## config.mk

```make
export PLATFORM = sky130hd
export DESIGN_NAME = tcvi_ctrl
export DESIGN_NICKNAME = d
export VERILOG_FILES = /design/src/rtl/assert_macros.svh /design/src/rtl/tcvi_pkg.sv /design/src/rtl/tcvi_ctrl.sv
export SDC_FILE = /design/constraint.sdc
export NUM_CORES = 1
export LEC_CHECK = 0
export BUFFER_PORTS_ARGS = -buffer_cell sky130_fd_sc_hd__buf_2
export CAP_MARGIN = 20
export CORE_UTILIZATION = 38
export CTS_CLUSTER_DIAMETER = 100
export DETAILED_ROUTE_END_ITERATION = 10
export GPL_TIMING_DRIVEN = 0
export PLACE_DENSITY_LB_ADDON = 0.1
export SLEW_MARGIN = 10
export SYNTH_ARGS = -nofsm -noshare
export SYNTH_HDL_FRONTEND = slang
export SYNTH_SLANG_ARGS = --single-unit
export TNS_END_PERCENT = 1
```

## constraint.sdc

```tcl
create_clock -name i_clk -period 2.65 [get_ports i_clk]
set_input_delay 0.3975 -clock i_clk [delete_from_list [all_inputs] [get_ports i_clk]]
set_output_delay 0.3975 -clock i_clk [all_outputs]
set_load 0.01 [all_outputs]
```

## src/rtl/assert_macros.svh

```systemverilog
// Assertion macros for the velocity integrator
`ifndef ASSERT_MACROS_SVH
`define ASSERT_MACROS_SVH
`ifndef SYNTHESIS
`define ASSERT_IMPL(label, clk, rst_n, prop, msg) \
    label: assert property (@(posedge clk) disable iff (!rst_n) prop) else $error(msg);
`define ASSERT_NEVER(label, clk, rst_n, cond, msg) \
    label: assert property (@(posedge clk) disable iff (!rst_n) !(cond)) else $error(msg);
`else
`define ASSERT_IMPL(label, clk, rst_n, prop, msg)
`define ASSERT_NEVER(label, clk, rst_n, cond, msg)
`endif
`endif

```

## src/rtl/tcvi_pkg.sv

```systemverilog
// ----------------------------------------------------------------------------
// tcvi_pkg
// Shared types and constants for the tilt-corrected velocity integrator.
// ----------------------------------------------------------------------------
package tcvi_pkg;
    localparam int CFG_FRAC_BITS = 24;
    localparam int ST_FRAC_BITS  = 32;
    localparam int CFG_W   = 24;
    localparam int STATE_W = 48;

    localparam logic [1:0] REG_AVG_RATE  = 2'd0;
    localparam logic [1:0] REG_LEAK_RATE = 2'd1;
    localparam logic [1:0] REG_STEP_TIME = 2'd2;

    localparam logic [23:0] AVG_RATE_RST  = 24'd1678;
    localparam logic [23:0] LEAK_RATE_RST = 24'd67109;
    localparam logic [23:0] STEP_TIME_RST = 24'd167772;

    typedef enum logic [2:0] {
        CMD_NONE, CMD_MATRIX, CMD_ROTATE, CMD_AVG, CMD_VEL, CMD_OUT
    } t_cmd;

    typedef struct packed {
        t_cmd       cmd;
        logic [3:0] idx;
    } t_ctrl;

    typedef struct packed {
        logic       op;
        logic [15:0] comp_w;
        logic [15:0] comp_x;
        logic [15:0] comp_y;
        logic [15:0] comp_z;
        logic [31:0] time_ms;
    } t_in;

    typedef struct packed {
        logic [31:0] vel_x;
        logic [31:0] vel_y;
        logic [31:0] vel_z;
        logic [15:0] acc_x;
        logic [15:0] acc_y;
        logic [15:0] acc_z;
        logic [31:0] stamp_ms;
    } t_out;
endpackage

```

## src/rtl/tcvi_ctrl.sv

```systemverilog
// ----------------------------------------------------------------------------
// tcvi_ctrl
// Sequencer for one transaction: matrix, rotate, average, velocity, output.
// ----------------------------------------------------------------------------
module tcvi_ctrl import tcvi_pkg::*; (
    input  logic  i_clk,
    input  logic  i_rst_n,
    input  logic  i_in_valid,
    output logic  o_in_ready,
    output logic  o_load,
    input  logic  i_pair,
    output t_ctrl o_ctrl,
    output logic  o_out_valid,
    input  logic  i_out_ready
);
    typedef enum logic [2:0] {S_IDLE, S_CHECK, S_RUN, S_DONE} t_state;
    t_state     r_state;
    logic [3:0] r_step;

    assign o_in_ready = (r_state == S_IDLE) || (r_state == S_DONE && i_out_ready);
    assign o_load = i_in_valid && o_in_ready;
    assign o_out_valid = (r_state == S_DONE);

    always_comb begin
        o_ctrl.cmd = CMD_NONE;
        o_ctrl.idx = '0;
        if (r_state == S_RUN) begin
            if (r_step == 4'd0) o_ctrl.cmd = CMD_MATRIX;
            else if (r_step < 4'd4) begin
                o_ctrl.cmd = CMD_ROTATE; o_ctrl.idx = r_step - 4'd1;
            end else if (r_step < 4'd7) begin
                o_ctrl.cmd = CMD_AVG; o_ctrl.idx = r_step - 4'd4;
            end else if (r_step < 4'd10) begin
                o_ctrl.cmd = CMD_VEL; o_ctrl.idx = r_step - 4'd7;
            end else begin
                o_ctrl.cmd = CMD_OUT; o_ctrl.idx = r_step - 4'd10;
            end
        end
    end

    always_ff @(posedge i_clk) begin
        if (!i_rst_n) begin
            r_state <= S_IDLE;
            r_step  <= '0;
        end else begin
            unique case (r_state)
                S_IDLE: if (o_load) r_state <= S_CHECK;
                S_CHECK: begin
                    r_step <= '0;
                    r_state <= i_pair ? S_RUN : S_IDLE;
                end
                S_RUN: begin
                    r_step <= r_step + 4'd1;
                    if (r_step == 4'd12) r_state <= S_DONE;
                end
                S_DONE: if (i_out_ready) r_state <= o_load ? S_CHECK : S_IDLE;
                default: r_state <= S_IDLE;
            endcase
        end
    end
endmodule
```

Yosys cells after proc, flatten, opt, wreduce, memory -nomap -nowiden
Index checks and enable logic that the tools add are counted.
{"block": "word_totals", "regBits": 7, "in_bits": 5, "output_inout_bits": 10, "elab_cells": 37}
{"block": "op_classes", "addsub": 5, "magnitude_cmp": 3, "eq_ne": 7, "muxes": 13, "n_reduce_logical": 7}
{"operator": "$mux 7", "count": 3}
{"operator": "$mux 3", "count": 4}
{"operator": "$pmux 3 s4", "count": 1}
{"operator": "$lt 4x3->1 const B", "count": 2}
{"operator": "$pmux 4 s2", "count": 1}
{"operator": "$sub 4x3->4 const B", "count": 2}
{"operator": "$eq 3x2->1 const B", "count": 2}
{"operator": "$mux 5", "count": 1}
{"operator": "$add 4x1->4 const B", "count": 1}
{"operator": "$eq 4x4->1 const B", "count": 1}
{"operator": "$logic_not 4->1", "count": 1}
{"operator": "$lt 4x4->1 const B", "count": 1}
{"operator": "$mux 4", "count": 1}
{"operator": "$ne 2x1->1 const B", "count": 2}
{"operator": "$sub 4x1->4 const B", "count": 1}
{"operator": "$sub 4x4->4 const B", "count": 1}
{"operator": "$eq 3x1->1 const B", "count": 1}
{"operator": "$logic_not 3->1", "count": 1}
{"operator": "$reduce_and 3->1", "count": 1}
{"operator": "$logic_and 1x1->1", "count": 2}
{"operator": "$mux 2", "count": 1}
{"operator": "$ne 2x2->1 const B", "count": 1}
{"operator": "$reduce_bool 2->1", "count": 1}
{"operator": "$logic_or 1x1->1", "count": 1}
{"operator": "$mux 1", "count": 1}

Logic depth before layout (Yosys ltp)
{"block": "depth", "word_depth": 7, "ltp_mapped": 6, "depth_no_buf": 6}

Worst setup path before layout
No wires, ideal clock.
{"block": "synth_timing", "path_kind": "reg2out", "start": "reg r_step[2]", "end": "out o_ctrl[2] (netlist bit)", "t_arrival_ps": 1676, "required_ps": 2253, "setup_slack_ps": 576, "stages_incl_launch_ff": 7, "n_path_buf": 0, "path_cell_list": "dfxtp_1 -> inv_1 -> ha_1 -> a21oi_2 -> mux2i_1 -> o22ai_1 -> a211oi_1"}
{"item": "from (decl)", "line_no": "tcvi_ctrl.sv:18", "text": "logic [3:0] r_step;"}
{"item": "from (signal assigned)", "line_no": "tcvi_ctrl.sv:53", "text": "r_step <= r_step + 4'd1;"}
{"item": "to (decl)", "line_no": "tcvi_ctrl.sv:12", "text": "output t_ctrl o_ctrl,"}

==> metrics.md <==
| Metric | Value |
|---|---|
| Status | `complete, no violations` |
| Minimum clock period | `2430 ps` |
| Post-Syn Instances | `92` |
| Core Footprint | `about 0.0017 mm²` |
| WP data arrival | `roughly 2000 ps` |
| EDFF count, synth | `0` |
| Ys Warns | `0` |
| Port buffer count | `14` |
| Detailed-router iteration count before antenna repair | `4` |
| Die H | `45.2 µm` |
| Crit path launch | `r_step[2]` |
| CP required | `2250 ps` |
| Starting Density | `40.6%` |
| Nets@finish | `130` |
| FILL cells | `185` |
| Post-CTS setup repair buffer count | `0` |
| Share of layout cells above drive strength 1 | `about a fifth` |
| Sequential fraction of design power | `between 20 and 30%` |
| Top FF cell, synth | `dfxtp_1` |
| Top cells by area, synth | `ha_1 25%, dfxtp_1 17%, a21oi_1 8.5%, inv_1 5.8%, mux2i_1 4.2%` |
| Initial antenna violation count | `0` |
| Crit Path Max Fanout | `8` |
| Remaining DRCs | `0` |
| Die X-Extent | `between 40 and 50 µm` |
| HPWL after DPL | `1180 µm` |
| Dpl cell area | `810 µm²` |
| Via/cell ratio | `4.81` |
| Maximum operating frequency | `412 MHz` |
| GPL Wtd Cong | `approximately 0.82` |
| Synth top area share | `24.7%` |
| Total GRT Usage | `16.6%` |
| Int Power | `253 µW` |
| Setup-failing EPs final | `0` |
| Area growth, synth to finish | `17.7%` |
| R2R depth | `5` |
| CTS Sinks | `6` |
| Period utilization | `91.6%` |
| Via count | `644` |
| Post-route cell area | `833 µm²` |
| CP startpoint kind | `flop` |
| Post-Route WL | `1430 µm` |
| Global route total overflow | `0` |
| Net Switching | `~170 µW` |
| #FFs+latches synth | `6` |
| Clk pin slew, worst setup/hold paths | `40 ps` |
| Setup CP Type | `flop to output pin` |
| 1st-iter DRT viols | `11` |
| N_diodes | `0` |
| Syn Nets | `111` |
| First-pass GRT wire length | `2440 µm` |
| Total of max-cap violations | `0` |
| Post-synth ARST share | `0%` |
| Syn_area_per_cell | `around 7.7 µm²` |
| Number of global-route vias before repair | `581` |
| Largest net degree at the start of global routing | `10` |
| Num ports | `15` |
| Setup TNS Final | `0 ps` |
| Reg2reg end | `r_step[1]` |
| Die ar. | `0.00204 mm²` |
| Antenna-violating nets left | `0` |
| Cell taking the most area after synthesis | `ha_1` |
| Least-Margin Pin Slew | `between 300 and 400 ps` |
| Crit Reg-Reg Startpoint | `r_step[1]` |
| CP endpoint | `o_ctrl[2]` |
| Final hold viol count | `0` |
| H-tree levels | `1` |
| FP Rows | `15` |
| Yosys cell types | `26` |
| Switching Share | `between 40% and 50%` |
| Gate power share | `between 50% and 60%` |
| CTS root buffer | `clkbuf_4` |
| Clock Power Share | `a little under a fifth` |
| PwrDens | `513 mW/mm²` |
| CP Capture Type | `output pin` |
| TritonCTS buffer count | `3` |
| Sequential share of the synthesized area | `17.0%` |
| Worst hold path cell count | `2` |
| Leakage | `0.000450 µW` |
| Type of the most critical hold path | `input port to flop` |
| R2R Setup Slk | `1270 ps` |
| Slew Limit Fails | `0` |
| Clock insertion delay at the later pin of the skew report | `roughly 240 ps` |
| TritonCTS clock tree | `yes` |
| Mapped cell area | `slightly above 700 µm²` |
| VDD IR-drop max | `0.368 mV` |
| Clock buffer depth | `2` |
| Max_slew headroom | `~76%` |
| RSZ-0062 raised after global routing | `false` |
| Cell with the most instances after synthesis | `ha_1` |
| Layout Skew | `2.14 ps` |
| Wire per inst | `about 11 µm` |
| Commonest cells post-synth | `14 x ha_1, 12 x a21oi_1, 11 x inv_1` |
==> repair_timing <==
| action | CTS | global route |
|---|---|---|
| endpoints found under the setup margin | 0 | 2 |
| hold buffers | 0 | 0 |
| resized for setup | 0 | 1 |
==> power by group through the flow <==
stage | clock network, µW | registers, µW | logic [µW]
global route | 91.6 | 126 | 255
global placement | 0 | 124 | 225
finish | 78.4 | 123 | 226
detailed placement | 0 | 125 | 228
CTS | 84.4 | 123 | 229
floorplan | 0 | 121 | 167
==> routing by layer <==
layer / vias up / wire length [µm] / GRT usage, %
li1: 352 / - / -
met1: 278 / 771 / 22.0
met2: 14 / 625 / 26.4
met3: 0 / 31 / 2.40
met4: 0 / 0 / 7.27
met5: - / 0 / 0
==> per-stage QoR <==
step                      util (%)  worst slack [ps]  std cells  total power [µW]  hold WS, ps
final                         47.7               223        134               427          429
after global routing          47.7              42.7        134               473          418
after CTS                     47.7              47.5        134               437          425
after detailed placement      46.4               326        131               353          552
after global placement        46.4               303        131               349          543
after floorplan                  -               576         92               288          515
==> cells by family after synthesis <==
kind of cell    after synthesis  synth area share (%)
simple gates                 25                  16.8
buf+inv                      12                  6.36
fa+ha+maj                    14                  24.7
mux                           3                  4.24
flops                         6                  17.0
compound gates               29                  27.2
xor+xnor                      3                  3.71
==> state kept, by name, indices dropped and copies added (netlist names) <==
register and cells:
r_step 4, r_state 2
==> layout by cell type, fill, tap and decap left out <==
cell type / instances
ha_1: 14
buf_2: 14
a21oi_1: 12
inv_1: 11
nand2_1: 8
nor2_1: 6
dfxtp_1: 5
o21ai_0: 4
and2_1: 4
mux2i_1: 3
xnor2_1: 3
clkbuf_4: 3
a21oi_2: 2
nor3b_1: 2
nor3_1: 2
o211a_1: 2
nand3_1: 2
clkbuf_1: 1
a21o_1: 1
a21boi_0: 1
a211oi_2: 1
o22ai_1: 1
a211oi_1: 1
o311ai_0: 1
o2bb2ai_1: 1
a211o_1: 1
nor2b_1: 1
o21a_1: 1
dfxtp_2: 1
==> final cells by class <==
cell class | count | area (µm²) | share of cell area [%]
multi-input cells | 74 | 543 | 65.2
well taps | 25 | 31.3 | 3.75
clock buffers | 3 | 22.5 | 2.70
inverters | 11 | 41.3 | 4.95
repair buffers | 14 | 70.1 | 8.41
plain buffers | 1 | 3.75 | 0.450
flip-flops and latches | 6 | 121 | 14.6
==> critical path, stage by stage (launching register included) <==
cell,delay (ps)
dfxtp_2,400
inv_1,160
ha_1,260
a21oi_2,250
mux2i_1,220
o22ai_1,100
a211oi_1,240
buf_2,170
==> how the worst min path moves through the flow <==
stage	start	slack [ps]	to
after floorplan	i_rst_n	520	r_step[3]
after global placement	r_state[1]	540	r_state[1]
after detailed placement	r_state[1]	550	r_state[1]
after CTS	i_rst_n	420	r_step[3]
after global routing	i_rst_n	420	r_step[3]
final	i_rst_n	430	r_step[3]
Note: power is estimated with default switching activity, not from simulation.
